<file path="src/rtl/gf2anf_pkg.sv">
// shared types and constants for the gf2 anf polynomial evaluator
// no dependencies
package gf2anf_pkg;

   localparam int NUM_VARS  = 64;
   localparam int NUM_POLYS = 8;
   localparam int MAX_TERMS = 16;

   localparam int FIELD_W   = 64;
   localparam int RESULT_W  = 8;
   localparam int ACTIVE_W  = 4;
   localparam int TERM_W    = (MAX_TERMS > 1) ? $clog2(MAX_TERMS) : 1;
   localparam int CNT_W     = $clog2(MAX_TERMS + 1);
   localparam int POLY_W    = (NUM_POLYS > 1) ? $clog2(NUM_POLYS) : 1;

   localparam logic [FIELD_W-1:0] VAR_MASK =
      (NUM_VARS >= FIELD_W) ? {FIELD_W{1'b1}} : ((FIELD_W'(1) << NUM_VARS) - FIELD_W'(1));

   typedef enum logic [1:0] {
      CMD_WRITE_MASK  = 2'd0,
      CMD_WRITE_COUNT = 2'd1,
      CMD_EVALUATE    = 2'd2,
      CMD_RESERVED    = 2'd3
   } cmd_type;

   typedef logic [NUM_POLYS-1:0][NUM_VARS-1:0] mask_row_type;
   typedef logic [NUM_POLYS-1:0][CNT_W-1:0]    count_vec_type;

   typedef struct packed {
      logic              clear;
      logic              step;
      logic [TERM_W-1:0] slot;
   } acc_ctl_type;

endpackage

</file>
<file path="src/rtl/gf2anf_accum.sv">
// shared monomial test and xor accumulator, one term slot of every polynomial per step
// depends on gf2anf_pkg
module gf2anf_accum (
   input  logic                            clock,
   input  gf2anf_pkg::acc_ctl_type         ctl,
   input  gf2anf_pkg::mask_row_type        row,
   input  logic [gf2anf_pkg::NUM_VARS-1:0] vars,
   input  gf2anf_pkg::count_vec_type       counts,
   output logic [gf2anf_pkg::NUM_POLYS-1:0] acc
);

   logic [gf2anf_pkg::NUM_POLYS-1:0] acc_ff;
   logic [gf2anf_pkg::NUM_POLYS-1:0] acc_in;

   always_comb begin
      acc_in = acc_ff;
      for (int p = 0; p < gf2anf_pkg::NUM_POLYS; p++) begin
         if (ctl.step && ({1'b0, ctl.slot} < gf2anf_pkg::CNT_W'(counts[p]))
             && ((vars & row[p]) == row[p])) begin
            acc_in[p] = ~acc_ff[p];
         end
      end
      if (ctl.clear) begin
         acc_in = '0;
      end
   end

   always_ff @(posedge clock) begin
      acc_ff <= acc_in;
   end

   assign acc = acc_ff;

endmodule
</file>
<file path="config.mk">
export PLATFORM = sky130hd
export DESIGN_NAME = gf2anf_accum
export DESIGN_NICKNAME = d
export VERILOG_FILES = /design/src/rtl/gf2anf_pkg.sv /design/src/rtl/gf2anf_accum.sv
export SDC_FILE = /design/constraint.sdc
export NUM_CORES = 1
export LEC_CHECK = 0
export ABC_AREA = 0
export BUFFER_PORTS_ARGS = -buffer_cell sky130_fd_sc_hd__buf_4
export CORE_AREA = 2 2 242 244
export CTS_CLUSTER_SIZE = 12
export DETAILED_ROUTE_END_ITERATION = 12
export DIE_AREA = 0 0 244 246
export PLACE_DENSITY = 0.3
export SYNTH_ARGS = -nofsm -noshare
export SYNTH_HDL_FRONTEND = slang
export SYNTH_SLANG_ARGS = --single-unit
export TNS_END_PERCENT = 20
</file>
<file path="constraint.sdc">
create_clock -name clock -period 2.9 [get_ports clock]
set_input_delay 0.725 -clock clock [delete_from_list [all_inputs] [get_ports clock]]
set_output_delay 0.725 -clock clock [all_outputs]
set_load 0.05 [all_outputs]
</file>
**After elaboration in Yosys (flattened, before gate mapping)**

Index checks and enable logic that the tools add are counted.

- $lt $le $gt $ge: 8
- Equality and inequality tests: 8
- Bitwise gates (word level): 16
- Reduce and logical (&&, ||, !) cells: 16

Operators with widths:

| operator | count |
|---|---|
| $and A64 B64 Y64 | 8 |
| $eq A64 B64 Y1 | 8 |
| $lt A4 B5 Y1 | 8 |
| $logic_and A1 B1 Y1 | 16 |
| $not A1 Y1 | 8 |

- Flip-flop bits (word level): 8
- Input port bits: 623
- Output and inout bits: 8
- Logic and storage cells: 56

**Longest topological paths before layout**

- Depth after elaboration: 3
- Mapped depth: 8
- Depth with buffers taken out: 8

**Worst setup path after synthesis**

Ideal clock, no wire load.

- Path type: in2reg
- Start point: in vars[12] (netlist bit)
- End point: reg acc_ff (netlist bit acc[7])
- Setup time: 0.123 ns
- Arrival: 2.175 ns
- Data required time: 2.777 ns
- Slack: 0.602 ns
- Stages: 6
- Buffers on the path: 0
- Cell sequence: inv_2 > a22o_1 > a221o_1 > or4_4 > nor4_2 > mux2_1

- Longest elaborated chain between the ends: 3

Ends and longest elaborated chain:

| item | line | source |
|---|---|---|
| start: declaration | gf2anf_accum.sv:7 | `input logic [gf2anf_pkg::NUM_VARS-1:0] vars,` |
| $and A64 B64 Y64 | gf2anf_accum.sv:19 | `&& ((vars & row[p]) == row[p])) begin` |
| $eq A64 B64 Y1 | gf2anf_accum.sv:19 |  |
| $logic_and A1 B1 Y1 | gf2anf_accum.sv:19 |  |
| end signal: assignment | gf2anf_accum.sv:29 | `acc_ff <= acc_in;` |
| end: declaration | gf2anf_accum.sv:12 | `logic [gf2anf_pkg::NUM_POLYS-1:0] acc_ff;` |

No other way between the ends.
A chain may end at the register's enable or synchronous reset.

**Worst setup path in the final report**

- Start point: in vars[12] (netlist bit)
- End point: reg acc_ff (netlist bit acc[4])

The elaborated chain is that of the path after synthesis.

==> key figures <==
Critical path
  • WP data required: 3.02 ns
  • Setup crit end kind: flop
  • WS Path Type: in -> reg
  • Worst setup SP type: input pin
  • R2R setup slack: 2.04 ns
  • Arr. time, crit path: 3.01 ns
  • CP endpoint: acc[4]$_SDFFE_PP0P_
  • Worst Setup SP: vars[12]
  • Worst Path Max Fanout: 4
  • Terminus of the critical flop-to-flop path: acc[2]$_SDFFE_PP0P_
  • R2r worst-path depth: 2
  • Reg-to-reg startpoint: acc[2]$_SDFFE_PP0P_

Yosys
  • Area contributors post-synth: a22oi_1, a22o_1, a221oi_1
  • Share of the synthesized area in the top cell type: 17.4%
  • Synth Instances: 563
  • Yosys reg bits: 8
  • Syn_area_per_cell: 7.34 um^2
  • Post-synth net total: 1,210
  • Register area share after synthesis: 3.88%
  • Yosys top cell by area: a22oi_1
  • Library cells used by synthesis: 30
  • Synthesized area: 4130 um^2
  • Ys Warns: 0

Power
  • Total power: 2060 uW
  • Pwr Density: 184 nW/um^2
  • Leakage: 0.00567 uW
  • Max IR drop VDD: 0.127 mV

Layout
  • Commonest non-fill, non-tap cell in the layout: buf_4
  • Fill cells: 6,592
  • Layout area overhead: 171%
  • Share of cells above drive strength 1: 59.9%
  • Nets: 1,977
  • Fin util: 19.5%
  • Most frequent cells in the layout: buf_4, a22oi_1, inv_1
  • N_diodes: 0
  • Max FFs per register: 8

Timing
  • Worst Tran Pin Value: 0.729 ns
  • RSZ-0062 raised after global routing: false
  • Setup TNS: 0 ns
  • Slew headroom: 51.3%
  • Final Setup Violations: 0
  • Max frequency: 0.347 GHz
  • Final hold viol count: 0
  • Final Cycle Share: 99.5%
  • Final slew viol count: 0
  • Worst hold slack: 0.559 ns
  • Crit path time final: 2.88 ns
  • Skew final: 0 ns

Drt
  • DRT iter0 DRCs: 374
  • DR vias/cell: 4.11
  • Final ANT Viol Nets: 0
  • Detailed-route via count: 8,607
  • Drt pass-1 iters: 4
  • DRT Wirelength: 73.5 mm
  • Post-route DRC: 0
  • Avg WL per Cell: 35.1 um

Worst hold path
  • Worst hold path cell count: 2
  • Hold Crit Class: reg -> reg

Floorplanning
  • Initial Util: 7.20%
  • Row count: 88
  • Chip width: 244 um
  • Die area: 60,000 um^2
  • Die Ht: 246 um
  • Core ar.: 57,400 um^2
  • I/O Pins: 631

CTS
  • Clock Tree Root: clkbuf_16
  • Worst-path clk slew: 0.04 ns
  • CTS max path bufs: 2
  • Worst skew pair latency: 0.24 ns
  • CTS tree: built
  • CTS sink cnt: 8
  • Clock H-tree levels: 1
  • CTS Buf Count: 3

GRT
  • Largest net degree at the start of global routing: 17
  • Grt ovf: 0
  • First-pass GRT wire length: 91.9 mm
  • Vias in the first global route: 9,388
  • All-Layer GR Usage: 23.3%
  • Initial antenna violation count: 4

Placed design
  • IO buf count: 630
  • Post-DP HPWL: 66.2 mm
  • GPL Wtd Cong: 0.873

Run status
  • Status: finished, final reports clean

Flow run
  • Max-Cap Viols: 0
-- synth_stat cells (all sizes together) --
cell type / count
a2111o: 16
a21o: 8
a21oi: 10
a221o: 1
a221oi: 54
a22o: 63
a22oi: 96
and2b: 4
and4: 22
buf: 1
clkbuf: 1
dfxtp: 8
ha: 24
inv: 102
mux2: 8
nand2: 1
nand2b: 24
nand3: 8
nand4: 17
nor2: 8
nor2b: 54
nor3b: 8
nor4: 16
o2111ai: 8
or4: 1
-- metrics by stage --
step / worst slack, ns / instance area [um^2] / std cells
finish: 0.0154 / 11200 / 2093
global route: 0.0226 / 11200 / 2093
CTS: -0.133 / 11100 / 2083
detailed placement: -0.968 / 10900 / 2080
global placement: -0.974 / 10900 / 2080
floorplan: 0.602 / 4130 / 563
-- logic make-up after synthesis --
family	share of synthesized area, %
flops	3.88
simple gates	25.9
compound gates	51.3
mux	2.18
fa+ha+maj	7.27
buf+inv	9.45
-- metal layers --
layer  vias to the layer above  part of all wire (%)  global-route usage [%]  routed length (um)
met5                         -                 0.034                       0                  25
met4                         4                   1.0                    2.69                 735
met3                        28                   6.0                    4.01                4400
met2                       455                    51                    43.5               37500
li1                       3853                     -                       -                   -
met1                      4267                    42                    28.6               30900
-- worst max-delay path: stages --
cell and delay (ns):
buf_4 0.12, inv_2 0.17, buf_4 0.22, a22o_2 0.23, a221oi_1 0.42, buf_4 0.23
nand3_1 0.16, nor4_1 0.34, mux2_2 0.38
-- final cells by class --
type,count,area [um^2],share of cell area (%)
repair buffers,764,5920,52.9
well taps,765,957,8.55
multi-input cells,451,3670,32.8
flip-flops and latches,8,160,1.43
clock buffers,3,75.1,0.671
inverters,102,402,3.59
-- worst min path at each step --
stage	startpoint	to	slack (ns)
floorplan	acc[1]$_SDFFE_PP0P_	acc[1]$_SDFFE_PP0P_	0.76
finish	acc[7]$_SDFFE_PP0P_	acc[7]$_SDFFE_PP0P_	0.56
global route	acc[3]$_SDFFE_PP0P_	acc[3]$_SDFFE_PP0P_	0.59
detailed placement	acc[1]$_SDFFE_PP0P_	acc[1]$_SDFFE_PP0P_	0.55
global placement	acc[7]$_SDFFE_PP0P_	acc[7]$_SDFFE_PP0P_	0.54
CTS	acc[7]$_SDFFE_PP0P_	acc[7]$_SDFFE_PP0P_	0.56
-- report_power, final --
part	switching [uW]	total [uW]	internal (uW)
Clock	71.6	251	180
Sequential	0.00000158	110	110
Combinational	788	1690	905
-- repair_timing --
action                     in CTS  in global routing
setup buffers                   0                 10
pin swaps                       1                  2
hold buffers                    0                  0
setup endpoints to repair       7                  2
resized for setup              11                  7
Note: power is estimated with default switching activity, not from simulation.
